$ cat config.mk
export PLATFORM = sky130hd
export DESIGN_NAME = arrsort_cell
export DESIGN_NICKNAME = d
export VERILOG_FILES = /design/src/hw/rtl/arrsort_pkg.sv /design/src/hw/rtl/arrsort_cell.sv
export SDC_FILE = /design/constraint.sdc
export NUM_CORES = 1
export LEC_CHECK = 0
export BUFFER_PORTS_ARGS = -buffer_cell sky130_fd_sc_hd__buf_2
export CELL_PAD_IN_SITES_DETAIL_PLACEMENT = 0
export CELL_PAD_IN_SITES_GLOBAL_PLACEMENT = 1
export CORE_MARGIN = 2
export CORE_UTILIZATION = 29
export CTS_BUF_LIST = sky130_fd_sc_hd__clkbuf_8 sky130_fd_sc_hd__clkbuf_16
export CTS_CLUSTER_DIAMETER = 150
export DETAILED_ROUTE_END_ITERATION = 6
export PLACE_DENSITY = 0.87
export SLEW_MARGIN = 30
export SYNTH_ARGS = -nofsm -noshare
export SYNTH_HDL_FRONTEND = slang
export SYNTH_SLANG_ARGS = --single-unit
$ cat constraint.sdc
create_clock -name clk -period 3.43 [get_ports clk]
set_input_delay 0.686 -clock clk [delete_from_list [all_inputs] [get_ports clk]]
set_output_delay 0.686 -clock clk [all_outputs]
set_load 0.01 [all_outputs]
$ cat src/hw/rtl/arrsort_pkg.sv
// Shared types, constants and the ordering compare for the batch sorter.
package arrsort_pkg;

	localparam int MAX_ITEMS = 64;
	localparam int DATA_W    = 32;

	typedef logic signed [DATA_W-1:0] data_t;

	typedef enum logic {
		ST_LOAD,
		ST_DRAIN
	} state_t;

	// Controls broadcast from the sequencer to every cell
	typedef struct packed {
		logic ins;   // insert the incoming value into the chain
		logic pop;   // shift the chain toward the head by one
		logic desc;  // largest first when set
	} ctl_t;

	// True when b must come before a in the selected order
	function automatic logic ahead(input data_t b, input data_t a, input logic desc);
		logic res;
		if (desc) begin
			res = b > a;
		end else begin
			res = b < a;
		end
		return res;
	endfunction

endpackage

$ cat src/hw/rtl/arrsort_cell.sv
// One cell of the insertion chain: holds one element and trades with its neighbors.
module arrsort_cell (
	input  logic                 clk,
	input  logic                 arst_n,
	input  arrsort_pkg::ctl_t    ctl,
	input  arrsort_pkg::data_t   new_val,
	input  arrsort_pkg::data_t   left_val,
	input  logic                 left_vld,
	input  logic                 left_take,
	input  arrsort_pkg::data_t   right_val,
	input  logic                 right_vld,
	output arrsort_pkg::data_t   val,
	output logic                 vld,
	output logic                 take
);

	arrsort_pkg::data_t val_q;
	logic               vld_q;

	// The new value belongs at or before this slot
	assign take = !vld_q || arrsort_pkg::ahead(new_val, val_q, ctl.desc);
	assign val  = val_q;
	assign vld  = vld_q;

	always_ff @(posedge clk or negedge arst_n) begin
		if (!arst_n) begin
			vld_q <= 1'b0;
		end else if (ctl.pop) begin
			vld_q <= right_vld;
		end else if (ctl.ins && take) begin
			vld_q <= left_take ? left_vld : 1'b1;
		end
	end

	always_ff @(posedge clk) begin
		if (ctl.pop) begin
			val_q <= right_val;
		end else if (ctl.ins && take) begin
			// shift right if the slot on the left also moves, else take the new value
			val_q <= left_take ? left_val : new_val;
		end
	end

endmodule

==> results.toml <==
[floorplan]
die_h_um = 98.2
start_util = 0.296
core_mm2 = 0.00868
dieArea_mm2 = 0.00964
rows = 34
io_pins = 138
die-width_um = 98.2

[clock_tree]
cts_made_buffers = 5
cts_root_buffer = "clkbuf_8"
clock-sinks = 33
clock_latency_ns = 0.29
htree_levels = 2
clockBufferDepth = 2
holdBufCountCts = 0
cts_tree = "done"
clkTransAtPathRegs_ns = 0.08

[timing]
min_period_ns = 3.30
finClkSkew_ns = 0.00805
period_share = 0.961
worst_pin_slew_ns = 0.588
grt_setup_unrepaired = "yes"
fmax_mhz = 303
maxSlewViolCount = 0
finalSetupViolCount = 0
hold_violations = 0
relSlewSlack = 0.608
tns_ns = 0

[global_route]
grt_max_degree = 38
antenna_found_initial = 0
met2_usage = 0.250
grt-ovfl-total = 0
met3_usage = 0.0336
grt_pass1_wl_um = 11000
grt_pass1_vias = 2341
met1_usage = 0.171
busiest_layer = "met2"
grt_usage = 0.139

[power]
comb_power_share = 0.345
intPower_w = 0.000856
power_leakage_nw = 1.83
peakVddDrop_mv = 0.171
power_switching_w = 0.000416
p_sw_frac = 0.327
pwr-share-clk = 0.236
p_total_w = 0.00127
p_per_area_mw_per_mm2 = 351
seq_power_share = 0.419

[finish]
antenna_cells = 0
seqCellArea_um2 = 986
drive_above_1_share = 0.410
multi_input_area_mm2 = 0.00153
area_growth_pct = 40.7
fin_nets = 547
fillers = 876

[place]
port_buffers = 137
gp_congestion = 0.765
hpwl_um = 5510

[synthesis]
synth_edf_count = 32
ys_top_cells_by_count = "42 x nand2_1, 38 x o21ai_0, 35 x inv_1"
synth_async_sr_flop_share = 0.0303
synth_top_area_frac = 0.374
synthCells = 273
ys_types = 28
yosysWarnings = 0
ys_top_cells_by_area = "edfxtp_1 37%, ha_1 16%, mux2i_1 12%, o21ai_0 7.4%, nand2_1 6.1%"
synth_flop_cell = "edfxtp_1"
syn_area_mm2 = 0.00257
synth-seq-cells = 33
yosysSeqAreaShare = 0.383
synth_nets = 409
synth_most_common_cell = "nand2_1"
syn_avg_cell_area_um2 = 9.42
yosysTopAreaCell = "edfxtp_1"

[route]
detailroute.via_count = 2394
vias_per_cell = 4.60
antenna_left = 0
drtPass1Iterations = 4
totalWireLength_um = 6810
route.detailed.drc = 0
drtIter0Drc = 50
avgRoutedWirePerCell_um = 13.1

[critical_path]
required_ns = 2.74
cp-end-kind = "output port"
critical_path_depth = 10
r2r-start = "val[22]$_DFFE_PP_"
path_max_fanout = 3
path_buf_inv = 2
start_kind = "input pin"
crit_end = "take"
r2r_slack_ns = 0.67
cp_cell_sequence = "buf_6, ha_4, a21o_1, a221o_1, a221oi_2, nand3_1, o22ai_2, mux2_4, nand2_2, buf_6"
slowest_delay_ns = 0.34
arrival_ns = 2.61
r2r_end = "val[30]$_DFFE_PP_"
critPathTopFamily = "compound AO/OA/AOI/OAI gates"
crit_path_frequent_cell = "buf_6"
rr_worst_depth = 10
cp-startpoint = "new_val[17]"
crit_type = "in -> out"
critPathSlowestCell = "mux2_4"

[worst_hold_path]
hold_class = "in -> async"

[flow_run]
drv_cap = 0

[run_status]
status = "finished clean"
## logic make-up (layout without fill, tap and decap cells)
logic type,after synthesis,in the layout,share of synthesized area
adders and majority gates,32,32,0.156
AOI/OAI and AO/OA,62,62,0.140
buffers and inverters,46,185,0.0672
DFF,33,33,0.383
and+or+nand+nor,67,67,0.123
muxes,33,33,0.130
## worst min-delay path by stage
| stage | from | to | slack [ns] | depth (start not counted) |
|---|---|---|---|---|
| 5_1_grt | arst_n | vld$_DFFE_PN0P_ | 0.15 | 1 |
| 6_report | arst_n | vld$_DFFE_PN0P_ | 0.16 | 1 |
| 2_1_floorplan | arst_n | vld$_DFFE_PN0P_ | 0.39 | 0 |
| 4_1_cts | arst_n | vld$_DFFE_PN0P_ | 0.15 | 1 |
| 3_5_place_dp | arst_n | vld$_DFFE_PN0P_ | 0.46 | 1 |
| 3_3_place_gp | arst_n | vld$_DFFE_PN0P_ | 0.46 | 1 |
## layout by cell type, fill, tap and decap left out, types with 3 or more instances in the layout
master,netlist,final
a21oi_1,14,14
clkbuf_8,0,5
nor2_1,4,4
ha_1,32,24
o21ai_0,38,38
ha_4,0,8
nand3_1,6,6
inv_1,35,34
nand4_1,4,4
mux2i_1,32,32
a21o_1,3,3
buf_4,0,5
nand2_1,42,41
nand2b_1,3,3
edfxtp_1,32,32
buf_2,0,134
## power by group through the flow
stage / combinational (W) / clock [W] / sequential, W
after floorplan: 0.000226 / 0 / 0.000568
after global placement: 0.000428 / 0 / 0.000539
after detailed placement: 0.000438 / 0 / 0.000542
after CTS: 0.000440 / 0.000313 / 0.000533
after global routing: 0.000501 / 0.000328 / 0.000540
final: 0.000439 / 0.000300 / 0.000532
## state kept, by name, summed over array words and instances, names as in the netlist
name,count
val,32
vld,1
## area by class of cell
| type | instances | share of cell area |
|---|---|---|
| Multi-Input combinational cell | 194 | 0.422 |
| Sequential cell | 33 | 0.273 |
| Timing Repair Buffer | 142 | 0.208 |
| Tap cell | 108 | 0.0374 |
| Inverter | 35 | 0.0363 |
| Clock buffer | 5 | 0.0190 |
| Clock inverter | 3 | 0.00484 |
## layer usage
metal	part of all wire	up-vias
met5	0	-
met4	0.0097	0
met3	0.062	6
met2	0.49	82
met1	0.44	1065
li1	-	1241
## what timing repair did
action	in CTS	in global routing
buffers inserted	0	1
endpoints found under the setup margin	0	1
gates resized for setup	0	6
## metrics by stage
step                      setup WS [ns]  std cells  instance area (µm²)  hold WS (ns)  utilization
final                             0.134        520                 3620         0.159        0.417
after global routing            -0.0275        520                 3620         0.148        0.417
after CTS                        0.0217        519                 3590         0.148        0.413
after detailed placement         0.0227        511                 3500         0.462        0.403
after global placement           0.0491        511                 3500         0.463        0.403
after floorplan                  -0.385        273                 2680         0.390            -
(Power assumes the default switching activity.)
