--- src/hw/rtl/arrsort_pkg.sv ---
// Shared types, constants and the ordering compare for the batch sorter.
package arrsort_pkg;

	localparam int MAX_ITEMS = 64;
	localparam int DATA_W    = 32;

	typedef logic signed [DATA_W-1:0] data_t;

	typedef enum logic {
		ST_LOAD,
		ST_DRAIN
	} state_t;

	// Controls broadcast from the sequencer to every cell
	typedef struct packed {
		logic ins;   // insert the incoming value into the chain
		logic pop;   // shift the chain toward the head by one
		logic desc;  // largest first when set
	} ctl_t;

	// True when b must come before a in the selected order
	function automatic logic ahead(input data_t b, input data_t a, input logic desc);
		logic res;
		if (desc) begin
			res = b > a;
		end else begin
			res = b < a;
		end
		return res;
	endfunction

endpackage

--- src/hw/rtl/arrsort_ctrl.sv ---
// Sequencer: load and drain phases, overflow tracking and the output register.
module arrsort_ctrl (
	input  logic                 clk,
	input  logic                 arst_n,
	input  logic                 in_valid,
	output logic                 in_stall,
	input  logic                 last_item,
	input  logic                 desc,
	input  logic                 full,
	input  logic                 head_vld_next,
	input  arrsort_pkg::data_t   head_val,
	output arrsort_pkg::ctl_t    ctl,
	output logic                 out_valid,
	input  logic                 out_stall,
	output arrsort_pkg::data_t   sorted_value,
	output logic                 last_result,
	output logic                 overflow_dropped
);

	arrsort_pkg::state_t state_q, state_d;
	logic               ovf_seen_q;
	logic               out_valid_q;
	logic               last_q;
	logic               ovf_q;
	arrsort_pkg::data_t sorted_q;
	logic               in_xfer;
	logic               final_pop;

	assign in_xfer   = in_valid && !in_stall;
	assign final_pop = ctl.pop && !head_vld_next;

	always_comb begin
		state_d  = state_q;
		in_stall = 1'b0;
		ctl.ins  = 1'b0;
		ctl.pop  = 1'b0;
		ctl.desc = desc;
		unique case (state_q)
			arrsort_pkg::ST_LOAD: begin
				// drop the value when the chain is full
				ctl.ins = in_valid && !full;
				if (in_valid && last_item) begin
					state_d = arrsort_pkg::ST_DRAIN;
				end
			end
			arrsort_pkg::ST_DRAIN: begin
				in_stall = 1'b1;
				ctl.pop  = !out_valid_q || !out_stall;
				if (ctl.pop && !head_vld_next) begin
					state_d = arrsort_pkg::ST_LOAD;
				end
			end
			default: begin
				state_d = arrsort_pkg::ST_LOAD;
			end
		endcase
	end

	always_ff @(posedge clk or negedge arst_n) begin
		if (!arst_n) begin
			state_q     <= arrsort_pkg::ST_LOAD;
			ovf_seen_q  <= 1'b0;
			out_valid_q <= 1'b0;
		end else begin
			state_q <= state_d;
			if (in_xfer && full) begin
				ovf_seen_q <= 1'b1;
			end else if (final_pop) begin
				ovf_seen_q <= 1'b0;
			end
			if (ctl.pop) begin
				out_valid_q <= 1'b1;
			end else if (!out_stall) begin
				out_valid_q <= 1'b0;
			end
		end
	end

	always_ff @(posedge clk) begin
		if (ctl.pop) begin
			sorted_q <= head_val;
			last_q   <= !head_vld_next;
			ovf_q    <= !head_vld_next && ovf_seen_q;
		end
	end

	assign out_valid        = out_valid_q;
	assign sorted_value     = sorted_q;
	assign last_result      = last_q;
	assign overflow_dropped = ovf_q;

endmodule

--- config.mk ---
export PLATFORM = sky130hd
export DESIGN_NAME = arrsort_ctrl
export DESIGN_NICKNAME = d
export VERILOG_FILES = /design/src/hw/rtl/arrsort_pkg.sv /design/src/hw/rtl/arrsort_ctrl.sv
export SDC_FILE = /design/constraint.sdc
export NUM_CORES = 1
export LEC_CHECK = 0
export BUFFER_PORTS_ARGS = -buffer_cell sky130_fd_sc_hd__buf_2
export CAP_MARGIN = 10
export CORE_ASPECT_RATIO = 1.2
export CORE_MARGIN = 4
export CORE_UTILIZATION = 36
export CTS_CLUSTER_SIZE = 20
export DETAILED_ROUTE_END_ITERATION = 7
export PLACE_DENSITY_LB_ADDON = 0.3
export SYNTH_ARGS = -nofsm -noshare
export SYNTH_HDL_FRONTEND = slang
export SYNTH_SLANG_ARGS = --single-unit
--- constraint.sdc ---
create_clock -name clk -period 1.7 [get_ports clk]
set_input_delay 0.255 -clock clk [delete_from_list [all_inputs] [get_ports clk]]
set_output_delay 0.255 -clock clk [all_outputs]
set_load 0.005 [all_outputs]
==> results summary <==
The per-cell via count in the routed design came out at 4.363. The highest clock rate came out at 0.6338 GHz. Summing over every cut layer, the via total after detailed routing is 746. The number of max-cap violations came out at 0.

Leaving out fill and tap cells, the most frequent cell in the layout is sky130_fd_sc_hd__buf_2. The largest driver fanout on the critical path is 16. For this configuration, the core starts out at a cell density of 37.70%. The post-route setup TNS is 0 ps. The first global-routing pass estimated 3.560 mm of wire. Data on the critical path is required at its endpoint by 1440 ps. The clock edge transition at the registers on the reported setup and hold paths came out at 100 ps. The flow ran to the end, and the final reports show no timing, DRC or antenna violations.

The count of cells resized by post-cts repair is 0. The global-route usage over all layers came out at 11.97%. The via count of the first global-routing pass is 767. The endpoint arrival time on the critical path is 1320 ps. The number of design rule violations left after detail routing is 0. The final hold violation count came out at 0. The horizontal die dimension came out at 59.87 um.

Once placement finished, the instance area stood at 0.001603 mm2. The worst-case clock buffer depth came out at 2. Counting the buffers created by CTS gives 5. The final routed wirelength across all metal layers came out at 2.294 mm.

The last weighted congestion value of the routability-driven placer came out at 0.7166. The number of pins with negative max-slew slack in the final report came out at 0. The initial antenna violation count came out at 0. The wire-length estimate of the detail-placed layout is 1.785 mm.

The count of routing violations after the opening detailed-route iteration came out at 18. During synthesis, Yosys emitted a total of 0 warnings. The post-synthesis cell type with the largest combined area is sky130_fd_sc_hd__edfxtp_1. The standby leakage power came out at 0.7284 nW.

For this design the top-level I/O count stands at 79. The worst path uses 92.82% of the clock period. The H-tree depth came out at 2. The tree is rooted in a sky130_fd_sc_hd__clkbuf_4. Setup repair after global routing left no endpoint under its margin. The top cell types in the final layout, fill and taps aside, are sky130_fd_sc_hd__buf_2 (76), sky130_fd_sc_hd__edfxtp_1 (34), sky130_fd_sc_hd__clkbuf_4 (5).

Measured against its own limit, the worst slew margin works out to 82.86%. The number of routed nets with antenna violations is 0. The path class of the tightest hold or removal check is primary input to register. The count of fill cells added during filler insertion is 265. The worst-skew pair later-pin latency is 320 ps. The clock arrives with 5.644 ps of skew. For the pin with the worst max-slew slack, the measured transition is 257.0 ps. After synthesis, the cell types taking the most area are sky130_fd_sc_hd__edfxtp_1 (88%), sky130_fd_sc_hd__dfrtp_1 (6.5%), sky130_fd_sc_hd__a21oi_1 (1.3%). The count of placed standard cells in the final layout, fillers left out is 171. The total power is 2.180 mW. The number of sinks driven by the clock tree is 37. 0 antenna diodes ended up in the layout. The full die area came out at 0.004206 mm2. In this run, distinct cell masters in the synthesized netlist total 11. The cell count after placement is 162. The power density over cell area is 1312 mW/mm2. The post-route cell area is 0.001662 mm2.

The count of state elements after synthesis is 37. The startpoint-to-endpoint class of the critical path is register to output port. Counting every net in the synthesized netlist gives 89. For this run the aggregate overflow at the end of global routing stands at 0.

The final net count came out at 174. The floorplan has 22 rows. From synthesis to final layout, the design area changed by 42.95%. The pin count of the biggest net entering global routing came out at 22. After layout, the minimum clock period comes to 1578 ps.

TritonCTS built the clock tree. The average size of a mapped cell came out at 23.72 um2. The first-pass detailed-route iteration total is 3. The placeable core region came out at 0.003083 mm2.

The peak supply drop came out at 0.7499 mV. The setup fix buffers added after clock tree synthesis is 0. The share of synthesized area in the top cell type comes to 87.84%. STA classifies the critical path endpoint as an output port. The fraction of layout instances using a drive strength above 1 is 62.96%. After technology mapping, the gate count stands at 49. The count of port buffers added during placement is 76. Setup violations remaining at the end of the flow were counted as 0.

The part of the Yosys area used for sequential elements is 94.29%. The die extent in y came out at 70.25 um. The fraction of the core area covered by cells at the end of the flow came out at 53.90%. The wire length per cell after detailed routing came out at 13.42 um. STA classifies the critical path startpoint as a register.

The netlist area before placement came out at 0.001162 mm2.
-- timing repair --
item	CTS	global route
hold buffers	1	0
endpoints found under the setup margin	0	0
endpoints found under the hold margin	3	0
-- synth_stat cells (all sizes together) --
cell type,count
nor2b,1
inv,2
nor3b,1
dfrtp,3
a21oi,4
nand2,2
edfxtp,34
buf,1
a31oi,1
-- path summary, 6_finish.rpt --
check	slack [ps]	end	depth (start not counted)	startpoint
setup / recovery	120	ctl[1]	3	out_valid
hold / removal	100	sorted_value[2]	1	head_val[2]
setup reg to reg	500	sorted_value[29]	2	out_valid
hold reg to reg	550	ovf_seen_q	2	ovf_seen_q
max in group asynchronous	1350	state_q	2	arst_n
min in group asynchronous	240	out_valid	2	arst_n
-- registers in the layout (all words and copies together), names as in the netlist --
name,count
last_result,1
out_valid,1
state_q,1
overflow_dropped,1
sorted_value,32
ovf_seen_q,1
-- stage by stage --
step	hold slack, ps	setup slack, ps
3_5_place_dp	58.85	467.6
3_3_place_gp	52.56	500.7
4_1_cts	82.51	90.05
2_1_floorplan	-40.59	203.6
5_1_grt	60.73	20.57
6_report	97.79	122.1
-- per-layer routing --
metal	wire length [um]	global-route usage, %	vias to the layer above
met5	0	0	-
met4	25	3.695	0
met3	369	8.503	4
met2	1166	19.71	49
met1	733	11.51	334
li1	-	-	359
-- area by class of cell --
type                    instances  area [um2]  area share, %
clock buffers                   8       48.80          2.937
well taps                      36       45.04          2.711
multi-input cells               9       58.81          3.539
repair buffers                 79       405.4          24.40
flip-flops and latches         37        1096          65.96
inverters                       2       7.507         0.4518
-- critical path: stages, from the launching register on --
cell                      delay [ps]
sky130_fd_sc_hd__dfrtp_1         440
sky130_fd_sc_hd__a21oi_4         160
sky130_fd_sc_hd__buf_4           240
sky130_fd_sc_hd__buf_2           150
-- cell families after synthesis --
logic type	Yosys count	synth area share, %
and+or+nand+nor	4	1.831
AOI/OAI and AO/OA	5	2.584
buffers and inverters	3	1.291
DFF	37	94.29
-- where the power goes --
part	switching [mW]	internal, mW
logic	0.247	0.201
registers	0.0635	1.26
clock network	0.246	0.165
total	0.556	1.62
No activity file was read; power rests on OpenSTA's default activity.
